File: config.mk
export PLATFORM = sky130hd
export DESIGN_NAME = char_lcd_paced_write_queue_unit
export DESIGN_NICKNAME = d
export VERILOG_FILES = /design/src/hw/rtl/lcdq_pkg.sv /design/src/hw/rtl/lcdq_in_stage.sv /design/src/hw/rtl/lcdq_engine.sv /design/src/hw/rtl/lcdq_out_stage.sv /design/src/hw/rtl/char_lcd_paced_write_queue_unit.sv
export SDC_FILE = /design/constraint.sdc
export NUM_CORES = 1
export LEC_CHECK = 0
export ABC_CLOCK_PERIOD_IN_PS = 11600
export BUFFER_PORTS_ARGS = -buffer_cell sky130_fd_sc_hd__buf_4
export CAP_MARGIN = 10
export CORE_AREA = 2 2 215 217
export DETAILED_ROUTE_END_ITERATION = 16
export DIE_AREA = 0 0 217 219
export GPL_TIMING_DRIVEN = 0
export PLACE_DENSITY = 0.43
export SYNTH_ARGS = -nofsm -noshare
export SYNTH_HDL_FRONTEND = slang
export SYNTH_SLANG_ARGS = --single-unit
File: constraint.sdc
create_clock -name aclk -period 11.6 [get_ports aclk]
set_input_delay 2.32 -clock aclk [delete_from_list [all_inputs] [get_ports aclk]]
set_output_delay 2.32 -clock aclk [all_outputs]
set_load 0.02 [all_outputs]
File: src/hw/rtl/lcdq_pkg.sv
// Shared types and constants of the character-LCD write queue.
// No dependencies.
package lcdq_pkg;

    localparam logic [1:0] CMD_TICK  = 2'd0;
    localparam logic [1:0] CMD_START = 2'd1;
    localparam logic [1:0] CMD_TEXT  = 2'd2;

    localparam logic [1:0] ROW_FIRST  = 2'd1;
    localparam logic [1:0] ROW_SECOND = 2'd2;

    localparam logic [5:0] MAX_COLUMN  = 6'd40;
    localparam logic [7:0] ADDR_BASE   = 8'h80;
    localparam logic [7:0] ROW2_OFFSET = 8'h40;

    localparam logic KIND_COMMAND = 1'b0;
    localparam logic KIND_DATA    = 1'b1;

    typedef struct packed {
        logic [1:0]  cmd;
        logic [15:0] tick_value;
        logic [1:0]  row;
        logic [5:0]  column;
        logic [7:0]  text_byte;
    } item_t;

    typedef struct packed {
        logic       status;
        logic       strobe_res;
        logic       reg_select;
        logic [7:0] bus_byte;
        logic       busy_res;
    } result_t;

endpackage

File: src/hw/rtl/lcdq_in_stage.sv
// Input register of the LCD write queue: holds one request for the engine.
// Depends on lcdq_pkg.
module lcdq_in_stage (
    input  logic            aclk,
    input  logic            aresetn,
    input  logic            in_valid,
    output logic            in_ready,
    input  lcdq_pkg::item_t in_item,
    output logic            hold_valid,
    output lcdq_pkg::item_t hold_item,
    input  logic            take
);

    logic            valid_reg;
    lcdq_pkg::item_t item_reg;

    assign in_ready   = !valid_reg || take;
    assign hold_valid = valid_reg;
    assign hold_item  = item_reg;

    always_ff @(posedge aclk) begin
        if (!aresetn) begin
            valid_reg <= 1'b0;
        end else if (in_ready) begin
            valid_reg <= in_valid;
        end
    end

    always_ff @(posedge aclk) begin
        if (in_ready && in_valid) begin
            item_reg <= in_item;
        end
    end

endmodule

File: src/hw/rtl/lcdq_engine.sv
// Queue storage, pacing state and per-request decode of the LCD write queue.
// Depends on lcdq_pkg.
module lcdq_engine #(
    parameter int QUEUE_DEPTH = 24
) (
    input  logic              aclk,
    input  logic              aresetn,
    input  logic              fire,
    input  lcdq_pkg::item_t   item,
    output lcdq_pkg::result_t res
);

    localparam int CNT_W = $clog2(QUEUE_DEPTH + 1);
    localparam int IDX_W = $clog2(QUEUE_DEPTH);

    logic       kind_mem [QUEUE_DEPTH];
    logic [7:0] byte_mem [QUEUE_DEPTH];

    logic [CNT_W-1:0] fill_reg, fill_next;
    logic [CNT_W-1:0] send_reg, send_next;
    logic [15:0]      nat_reg, nat_next;
    logic             open_reg, open_next;

    // entry at the send position, kept registered
    logic             head_kind_reg;
    logic [7:0]       head_byte_reg;

    logic             push_en;
    logic [IDX_W-1:0] push_idx;
    logic             push_kind;
    logic [7:0]       push_byte;

    logic [IDX_W-1:0] head_idx;
    logic [CNT_W-1:0] send_plus;
    logic [15:0]      tick_diff;
    logic [7:0]       addr_col;
    logic [7:0]       addr;
    logic             pos_bad;

    assign head_idx  = send_next[IDX_W-1:0];
    assign send_plus = send_reg + CNT_W'(1);
    assign tick_diff = item.tick_value - nat_reg;
    assign addr_col  = lcdq_pkg::ADDR_BASE + {2'b00, item.column} - 8'd1;
    assign addr      = (item.row == lcdq_pkg::ROW_SECOND) ?
                       addr_col + lcdq_pkg::ROW2_OFFSET : addr_col;
    assign pos_bad   = (item.row != lcdq_pkg::ROW_FIRST && item.row != lcdq_pkg::ROW_SECOND)
                       || item.column == 6'd0 || item.column > lcdq_pkg::MAX_COLUMN;

    always_comb begin
        fill_next = fill_reg;
        send_next = send_reg;
        nat_next  = nat_reg;
        open_next = open_reg;
        push_en   = 1'b0;
        push_idx  = fill_reg[IDX_W-1:0];
        push_kind = lcdq_pkg::KIND_DATA;
        push_byte = item.text_byte;
        res       = '0;
        case (item.cmd)
            lcdq_pkg::CMD_TICK: begin
                open_next = 1'b0;
                // signed 16-bit compare against the pacing deadline
                if (send_reg < fill_reg && !tick_diff[15]) begin
                    res.strobe_res = 1'b1;
                    res.reg_select = head_kind_reg;
                    res.bus_byte   = head_byte_reg;
                    nat_next       = item.tick_value + 16'd1;
                    if (send_plus >= fill_reg) begin
                        fill_next = '0;
                        send_next = '0;
                    end else begin
                        send_next = send_plus;
                    end
                end
            end
            lcdq_pkg::CMD_START: begin
                if (pos_bad || fill_reg != '0) begin
                    res.status = 1'b1;
                end else begin
                    push_en   = 1'b1;
                    push_idx  = '0;
                    push_kind = lcdq_pkg::KIND_COMMAND;
                    push_byte = addr;
                    fill_next = CNT_W'(1);
                    send_next = '0;
                    open_next = 1'b1;
                end
            end
            lcdq_pkg::CMD_TEXT: begin
                if (!open_reg) begin
                    res.status = 1'b1;
                end else if (item.text_byte == 8'd0) begin
                    open_next = 1'b0;
                end else if (fill_reg >= CNT_W'(QUEUE_DEPTH)) begin
                    res.status = 1'b1;
                    open_next  = 1'b0;
                end else begin
                    push_en   = 1'b1;
                    fill_next = fill_reg + CNT_W'(1);
                end
            end
            default: begin
                res.status = 1'b1;
            end
        endcase
        res.busy_res = (fill_next != '0);
    end

    always_ff @(posedge aclk) begin
        if (!aresetn) begin
            fill_reg <= '0;
            send_reg <= '0;
            nat_reg  <= '0;
            open_reg <= 1'b0;
        end else if (fire) begin
            fill_reg <= fill_next;
            send_reg <= send_next;
            nat_reg  <= nat_next;
            open_reg <= open_next;
        end
    end

    always_ff @(posedge aclk) begin
        if (fire && push_en) begin
            kind_mem[push_idx] <= push_kind;
            byte_mem[push_idx] <= push_byte;
        end
        // head follows the next send position; a push into that slot bypasses the array
        if (fire) begin
            if (push_en && push_idx == head_idx) begin
                head_kind_reg <= push_kind;
                head_byte_reg <= push_byte;
            end else begin
                head_kind_reg <= kind_mem[head_idx];
                head_byte_reg <= byte_mem[head_idx];
            end
        end
    end

endmodule

File: src/hw/rtl/lcdq_out_stage.sv
// Result register of the LCD write queue; loads a result as the engine fires.
// Depends on lcdq_pkg.
module lcdq_out_stage (
    input  logic              aclk,
    input  logic              aresetn,
    input  logic              load,
    input  lcdq_pkg::result_t load_res,
    output logic              can_load,
    output logic              out_valid,
    input  logic              out_ready,
    output lcdq_pkg::result_t out_res
);

    logic              valid_reg;
    lcdq_pkg::result_t res_reg;

    assign can_load  = !valid_reg || out_ready;
    assign out_valid = valid_reg;
    assign out_res   = res_reg;

    always_ff @(posedge aclk) begin
        if (!aresetn) begin
            valid_reg <= 1'b0;
        end else if (can_load) begin
            valid_reg <= load;
        end
    end

    always_ff @(posedge aclk) begin
        if (load) begin
            res_reg <= load_res;
        end
    end

endmodule

File: src/hw/rtl/char_lcd_paced_write_queue_unit.sv
// Top level of the character-LCD paced write queue.
// Depends on lcdq_pkg, lcdq_in_stage, lcdq_engine, lcdq_out_stage.
//
//  channel | handshake           | payload
//  --------+---------------------+---------------------------------------------
//  s_      | s_valid / s_ready   | s_cmd s_tick_value s_row s_column s_text_byte
//  m_      | m_valid / m_ready   | m_status m_strobe_res m_reg_select m_bus_byte
//          |                     | m_busy_res
//
// One request per cycle sustained while the m_ stage is not held; each result passes
// through the input register, then the result register, after its request is taken.
// Queue and pacing state update once per request in the engine, between the two.
// aresetn (synchronous) empties the queue, closes any open request, zeroes the tick.
// A held m_ stage stops the engine; s_ready drops while the input register is full and held.
module char_lcd_paced_write_queue_unit #(
    parameter int QUEUE_DEPTH = 24
) (
    input  logic        aclk,
    input  logic        aresetn,
    input  logic        s_valid,
    output logic        s_ready,
    input  logic [1:0]  s_cmd,
    input  logic [15:0] s_tick_value,
    input  logic [1:0]  s_row,
    input  logic [5:0]  s_column,
    input  logic [7:0]  s_text_byte,
    output logic        m_valid,
    input  logic        m_ready,
    output logic        m_status,
    output logic        m_strobe_res,
    output logic        m_reg_select,
    output logic [7:0]  m_bus_byte,
    output logic        m_busy_res
);

    lcdq_pkg::item_t   s_item;
    lcdq_pkg::item_t   hold_item;
    lcdq_pkg::result_t eng_res;
    lcdq_pkg::result_t m_res;
    logic              hold_valid;
    logic              can_load;
    logic              fire;

    assign s_item = '{cmd: s_cmd, tick_value: s_tick_value, row: s_row,
                      column: s_column, text_byte: s_text_byte};
    assign fire   = hold_valid && can_load;

    lcdq_in_stage u_in (
        .aclk       (aclk),
        .aresetn    (aresetn),
        .in_valid   (s_valid),
        .in_ready   (s_ready),
        .in_item    (s_item),
        .hold_valid (hold_valid),
        .hold_item  (hold_item),
        .take       (fire)
    );

    lcdq_engine #(
        .QUEUE_DEPTH (QUEUE_DEPTH)
    ) u_engine (
        .aclk    (aclk),
        .aresetn (aresetn),
        .fire    (fire),
        .item    (hold_item),
        .res     (eng_res)
    );

    lcdq_out_stage u_out (
        .aclk      (aclk),
        .aresetn   (aresetn),
        .load      (fire),
        .load_res  (eng_res),
        .can_load  (can_load),
        .out_valid (m_valid),
        .out_ready (m_ready),
        .out_res   (m_res)
    );

    assign m_status     = m_res.status;
    assign m_strobe_res = m_res.strobe_res;
    assign m_reg_select = m_res.reg_select;
    assign m_bus_byte   = m_res.bus_byte;
    assign m_busy_res   = m_res.busy_res;

endmodule

# ---- After elaboration in Yosys (flattened, before gate mapping)
# Memories as Yosys holds them, arrays and structs flattened. A register that Yosys moved wholly into a read port is not among the register bits.
# Cells that the tools add are included.
dict set report op_classes {
  n_div 0
  add_sub_neg 7
  n_lt_le_gt_ge 4
  n_mul 0
  reduce_logical 22
  muxes 32
  n_bitwise 0
  n_shift 0
  eq_ne 6
}
# operator n
set ops {}
lappend ops {{$mux 5} 11}
lappend ops {{$mux 8} 3}
lappend ops {{$add 16x1->16 const B} 1}
lappend ops {{$sub 16x16->16} 1}
lappend ops {{$pmux 5 s3} 1}
lappend ops {{$mux 1} 12}
lappend ops {{$add 5x1->5 const B} 2}
lappend ops {{$mux 10} 1}
lappend ops {{$pmux 5 s2} 1}
lappend ops {{$reduce_bool 5->1} 2}
lappend ops {{$add 8x6->8 const A} 1}
lappend ops {{$add 8x7->8 const B} 1}
lappend ops {{$logic_not 8->1} 1}
lappend ops {{$sub 8x1->8 const B} 1}
lappend ops {{$gt 6x6->1 const B} 1}
lappend ops {{$logic_not 6->1} 1}
lappend ops {{$pmux 1 s3} 2}
lappend ops {{$reduce_and 3->1} 2}
lappend ops {{$ge 5x5->1} 1}
lappend ops {{$ge 5x5->1 const B} 1}
lappend ops {{$logic_and 1x1->1} 5}
lappend ops {{$logic_or 1x1->1} 5}
lappend ops {{$lt 5x5->1} 1}
lappend ops {{$eq 2x2->1 const B} 2}
lappend ops {{8 further kinds} 11}
dict set report totals {
  memories 2
  in_bits 38
  elab_cells 89
  mem_bits_rw 216
  rom_bits 0
  latchBits 0
  output_inout_bits 14
  regBits 75
}
# name depth width rd rd_clocked_by_memory_dff write_ports line_no
set mem_list {}
lappend mem_list {u_engine.byte_mem 24 8 1 1 1 lcdq_engine.sv:17} ;# logic [7:0] byte_mem [QUEUE_DEPTH];
lappend mem_list {u_engine.kind_mem 24 1 1 1 1 lcdq_engine.sv:16} ;# logic kind_mem [QUEUE_DEPTH];

# ---- Depth between registers and ports, before layout
dict set report depth {
  word_depth 10
  depth_mapped 17
}

# ---- By module
# A second synthesis with hierarchy kept.
dict set report unflattened {
  hier_cells 1074
  hier_area_um2 13198.9
}
# module seq_area_each_um2 area_each_um2 instances cells_per_inst
set by_module_without_submodules {}
lappend by_module_without_submodules {lcdq_engine 7297.0 11705.0 1 1018}
lappend by_module_without_submodules {lcdq_in_stage 1041.0 1078.5 1 39}
lappend by_module_without_submodules {lcdq_out_stage 380.4 409.1 1 16}
lappend by_module_without_submodules {char_lcd_paced_write_queue_unit 0.0 6.3 1 1}

# ---- Worst setup path before layout
# OpenSTA, ideal clock, no wires.
dict set report synth_path {
  kind {input port to output port}
  startpoint {input port m_ready}
  endpoint {output port s_ready}
  arrival_time_ps 2691
  cell_stages 2
  path_slack_ps 6589
  cell_sequence {nor2b_1 nand2_1}
}
dict set report synth_via {
  elab_chain_len 3
}
# item line_no
set synth_rtl {}
lappend synth_rtl {{start: declaration} char_lcd_paced_write_queue_unit.sv:28} ;# input logic m_ready,
lappend synth_rtl {{$logic_or 1x1->1} lcdq_out_stage.sv:17} ;# assign can_load = !valid_reg || out_ready;
lappend synth_rtl {{$logic_and 1x1->1} char_lcd_paced_write_queue_unit.sv:46} ;# assign fire = hold_valid && can_load;
lappend synth_rtl {{$logic_or 1x1->1} lcdq_in_stage.sv:17} ;# assign in_ready = !valid_reg || take;
lappend synth_rtl {{end: declaration} char_lcd_paced_write_queue_unit.sv:21} ;# output logic s_ready,
# No other way between the ends.

# ---- Worst setup path in the final report
dict set report layout_path {
  startpoint {register u_engine.fill_reg[3]}
  endpoint {register u_engine.head_kind_reg (read register of u_engine.kind_mem), data pin}
}
dict set report layout_via {
  elab_chain_len 4
}
# item line_no
set layout_rtl {}
lappend layout_rtl {{start: declaration} lcdq_engine.sv:19} ;# logic [CNT_W-1:0] fill_reg, fill_next;
lappend layout_rtl {{start signal: assignment} lcdq_engine.sv:116} ;# fill_reg <= fill_next;
lappend layout_rtl {{$ge 5x5->1 (tied with other cells)} lcdq_engine.sv:68} ;# if (send_plus >= fill_reg) begin
lappend layout_rtl {{$mux 5 (tied with other cells)} lcdq_engine.sv:68}
lappend layout_rtl {{$mux 5 (on tied branches)} {lcdq_engine.sv:63, lcdq_engine.sv:77}}
lappend layout_rtl {{$pmux 5 s2 (*)} lcdq_engine.sv:59} ;# case (item.cmd)
lappend layout_rtl {{end: declaration} lcdq_engine.sv:25} ;# logic head_kind_reg;
# Mark *: on every way between the ends. The rest lies on a longest branch, timed or not.
# A chain may end at the register's enable or synchronous reset.

==> impl_metrics.json <==
{
  "fp-row-count": 78,
  "drv_slew": 0,
  "grt_remaining_overflow": 0,
  "dr.pass1.iters": 5,
  "synthDominantCellAreaShare_pct": 60.7,
  "cts_buffer_depth": 3,
  "synth_edf_count": 271,
  "met1_length_mm": 16.0,
  "cts_setup_buffers": 0,
  "io_pins": 52,
  "dr_wl_met2_mm": 15.3,
  "numCtsBuffers": 36,
  "timing_hold_violations_final": 0,
  "status": "finished clean",
  "area_growth_syn_to_layout_pct": 18.2,
  "start_util_pct": 29.7,
  "netlist_instances": 968,
  "cap_violations": 0,
  "grt_setup_unrepaired": "false",
  "number_of_clock_sinks": 300,
  "finalNonFillerCells": 1689,
  "worstMarginPinSlew_ns": 1.04,
  "registers.top_by_ff_count": "u_engine.byte_mem",
  "synth.area.top_cells": "sky130_fd_sc_hd__edfxtp_1 61%, sky130_fd_sc_hd__mux2i_1 9.4%, sky130_fd_sc_hd__dfxtp_1 4.3%, sky130_fd_sc_hd__ha_1 3.3%, sky130_fd_sc_hd__nand2_1 3.1%",
  "final.period_utilization_pct": 46.0,
  "vias": 7943,
  "routed_wire_length_per_instance_um": 19.5,
  "floorplan.die_area_sq_mm": 0.0475,
  "flip_flop_cell_with_the_highest_count_after_synthesis": "sky130_fd_sc_hd__edfxtp_1",
  "core_sq_mm": 0.0451,
  "detailroute.wirelength.met3_mm": 1.14,
  "clock_tree_from_tritoncts": "done",
  "dp_cells": 1626,
  "highest-signal-layer": "met4",
  "clk_latency_ns": 0.54,
  "worst_hold_path.endpoint": "u_engine.nat_reg[0]",
  "library_cell_with_the_largest_summed_area_after_synthesis": "sky130_fd_sc_hd__edfxtp_1",
  "ant_nets": 0,
  "reg2reg_from": "u_engine.fill_reg[3]",
  "synth_most_common_cell": "sky130_fd_sc_hd__edfxtp_1",
  "grt_max_degree": 35,
  "finalSetupViolCount": 0,
  "htree_num_levels": 2,
  "synthesis.yosys.warnings": 0,
  "crit_type": "reg2reg",
  "r2r_cells": 16,
  "most_frequent_cells_after_synthesis": "271 x sky130_fd_sc_hd__edfxtp_1, 126 x sky130_fd_sc_hd__mux2i_1, 111 x sky130_fd_sc_hd__nand2_1, 44 x sky130_fd_sc_hd__nor2_1, 35 x sky130_fd_sc_hd__ha_1",
  "drc": 0,
  "holdBufCountCts": 0,
  "worst_clock_skew_ns": 0.0236,
  "die_x_um": 217,
  "cellPowerDensity_mw_per_mm2": 157,
  "grt_pass1_wl_mm": 50.2,
  "grt.total_usage_pct": 14.2,
  "layout-drive-gt1-share_pct": 14.2,
  "place.gp.congestion": 0.789,
  "buffer_ports.inserted": 50,
  "drt_wl_total_mm": 32.9,
  "worst_endpoint_required_time_ns": 11.89,
  "postSynthNetCount": 1041,
  "critPathLaunchType": "flip-flop",
  "synthesis.area_sq_mm": 0.0134,
  "dpl-instance-area_sq_mm": 0.0147,
  "finalCoreUtilization_pct": 35.1,
  "final_setup_tns_ns": 0,
  "fp.dieH_um": 219,
  "fmaxAchievable_mhz": 188,
  "postLayoutCellArea_sq_mm": 0.0158,
  "largest_reg_flops": 192,
  "vdd.ir_drop.worst_mv": 0.0958,
  "hp-start": "u_engine.nat_reg[0]",
  "power_leakage_nw": 5.60,
  "share_of_flip_flops_with_an_asynchronous_set_or_reset_after_synthesis_pct": 0,
  "post-route-min-period_ns": 5.33,
  "synthesis.area_per_instance_sq_um": 13.8,
  "postSynthRegisterBits": 300,
  "crit_arrival_ns": 5.62,
  "cts_root_buf": "sky130_fd_sc_hd__clkbuf_16",
  "drtIter0Drc": 471,
  "antenna-diode-count": 0,
  "clk_pin_slew_ns": 0.06,
  "worst_setup_slack_before_clock_tree_synthesis_ns": 6.22,
  "nets": 1137,
  "min_delay_path_depth": 1,
  "normalized_max_slew_margin_pct": 30.3,
  "worst-path-max-fanout": 10,
  "detailedPlacementHpwl_mm": 23.2,
  "timing.hold.ws_ns": 0.492,
  "post_synth_num_cell_types": 55,
  "p_total_mw": 2.49,
  "ctsResizeCount": 0,
  "critical_path.endpoint_type": "flip-flop",
  "reg2reg_slack_ns": 6.27,
  "finalWorstSetupSlack_ns": 6.27,
  "critical_path.reg2reg.endpoint": "u_engine.head_kind_reg",
  "yosysSeqAreaShare_pct": 65.0,
  "antenna_found_initial": 0,
  "route.detailed.vias_per_inst": 4.70,
  "worst_hold_path_type": "reg2reg",
  "number_of_global_route_vias_before_repair": 7944
}
[cell type report]
type                       count  area [sq um]
clock buffer                  51           997
fill                        4467         29200
multi-input combinational    592          4410
tap                          600           751
buffer                        46           215
sequential                   300          8720
inverter                      30           113
timing repair buffer          58           520
clock inverter                12           124
[layer usage]
| layer | global-route usage, % | vias to the layer above |
|---|---|---|
| met5 | 0 | - |
| met4 | 3.45 | 0 |
| met3 | 2.79 | 40 |
| met2 | 22.5 | 139 |
| met1 | 20.0 | 3906 |
| li1 | - | 3858 |
[cells by family (layout without fill, tap and decap cells)]
kind of cell               count (synthesis)  after routing  share of synthesized area (%)
and+or+nand+nor                          236            236                           8.01
DFF                                      300            300                           65.0
adders and majority gates                 35             35                           3.27
buffers and inverters                     76            197                           2.43
AOI/OAI and AO/OA                        152            152                           8.60
muxes                                    140            140                           10.8
xor gates and xnor gates                  29             29                           1.89
[worst max-delay path, stage by stage (launching register included)]
cell                       delay (ns)
sky130_fd_sc_hd__dfxtp_1         0.35
sky130_fd_sc_hd__clkbuf_1        0.44
sky130_fd_sc_hd__inv_1           0.27
sky130_fd_sc_hd__ha_1            0.34
sky130_fd_sc_hd__nand2_1         0.06
sky130_fd_sc_hd__o21ai_1         0.39
sky130_fd_sc_hd__nor3_1          0.10
sky130_fd_sc_hd__mux2i_1         0.46
sky130_fd_sc_hd__a22o_1          0.23
sky130_fd_sc_hd__clkbuf_1        0.31
sky130_fd_sc_hd__buf_2           0.38
sky130_fd_sc_hd__buf_2           0.40
sky130_fd_sc_hd__mux2i_1         0.29
sky130_fd_sc_hd__mux2i_1         0.12
sky130_fd_sc_hd__a32oi_1         0.46
sky130_fd_sc_hd__o211ai_1        0.19
sky130_fd_sc_hd__mux2_4          0.30
[worst max-delay path by stage]
stage	from	to	slack, ns
finish	u_engine.fill_reg[3]	u_engine.head_kind_reg	6.27
global route	u_engine.fill_reg[3]	u_engine.head_kind_reg	5.88
detailed placement	u_engine.fill_reg[3]	u_engine.head_kind_reg	6.22
floorplan	m_ready	s_ready	6.59
global placement	u_in.hold_item[8]	u_engine.byte_mem[7][4]	5.15
CTS	u_engine.fill_reg[3]	u_engine.head_kind_reg	6.22
[cells in the final DEF (no fill, tap or decap), types with 18 or more instances in the layout]
master / synthesis / final
sky130_fd_sc_hd__edfxtp_1: 271 / 271
sky130_fd_sc_hd__mux2i_1: 126 / 126
sky130_fd_sc_hd__nand2_1: 111 / 111
sky130_fd_sc_hd__buf_4: 2 / 52
sky130_fd_sc_hd__nor2_1: 44 / 44
sky130_fd_sc_hd__clkbuf_1: 26 / 36
sky130_fd_sc_hd__clkbuf_16: 0 / 36
sky130_fd_sc_hd__ha_1: 35 / 35
sky130_fd_sc_hd__a21oi_1: 32 / 32
sky130_fd_sc_hd__inv_1: 30 / 30
sky130_fd_sc_hd__dfxtp_1: 29 / 29
sky130_fd_sc_hd__o211a_1: 21 / 21
sky130_fd_sc_hd__nand3_1: 19 / 19
sky130_fd_sc_hd__xnor2_1: 18 / 18
[power breakdown]
| group | internal [mW] | switching [mW] |
|---|---|---|
| registers | 1.20 | 0.00996 |
| logic | 0.0774 | 0.127 |
| clock network | 0.644 | 0.434 |
Power figures use the tool's default switching activity.
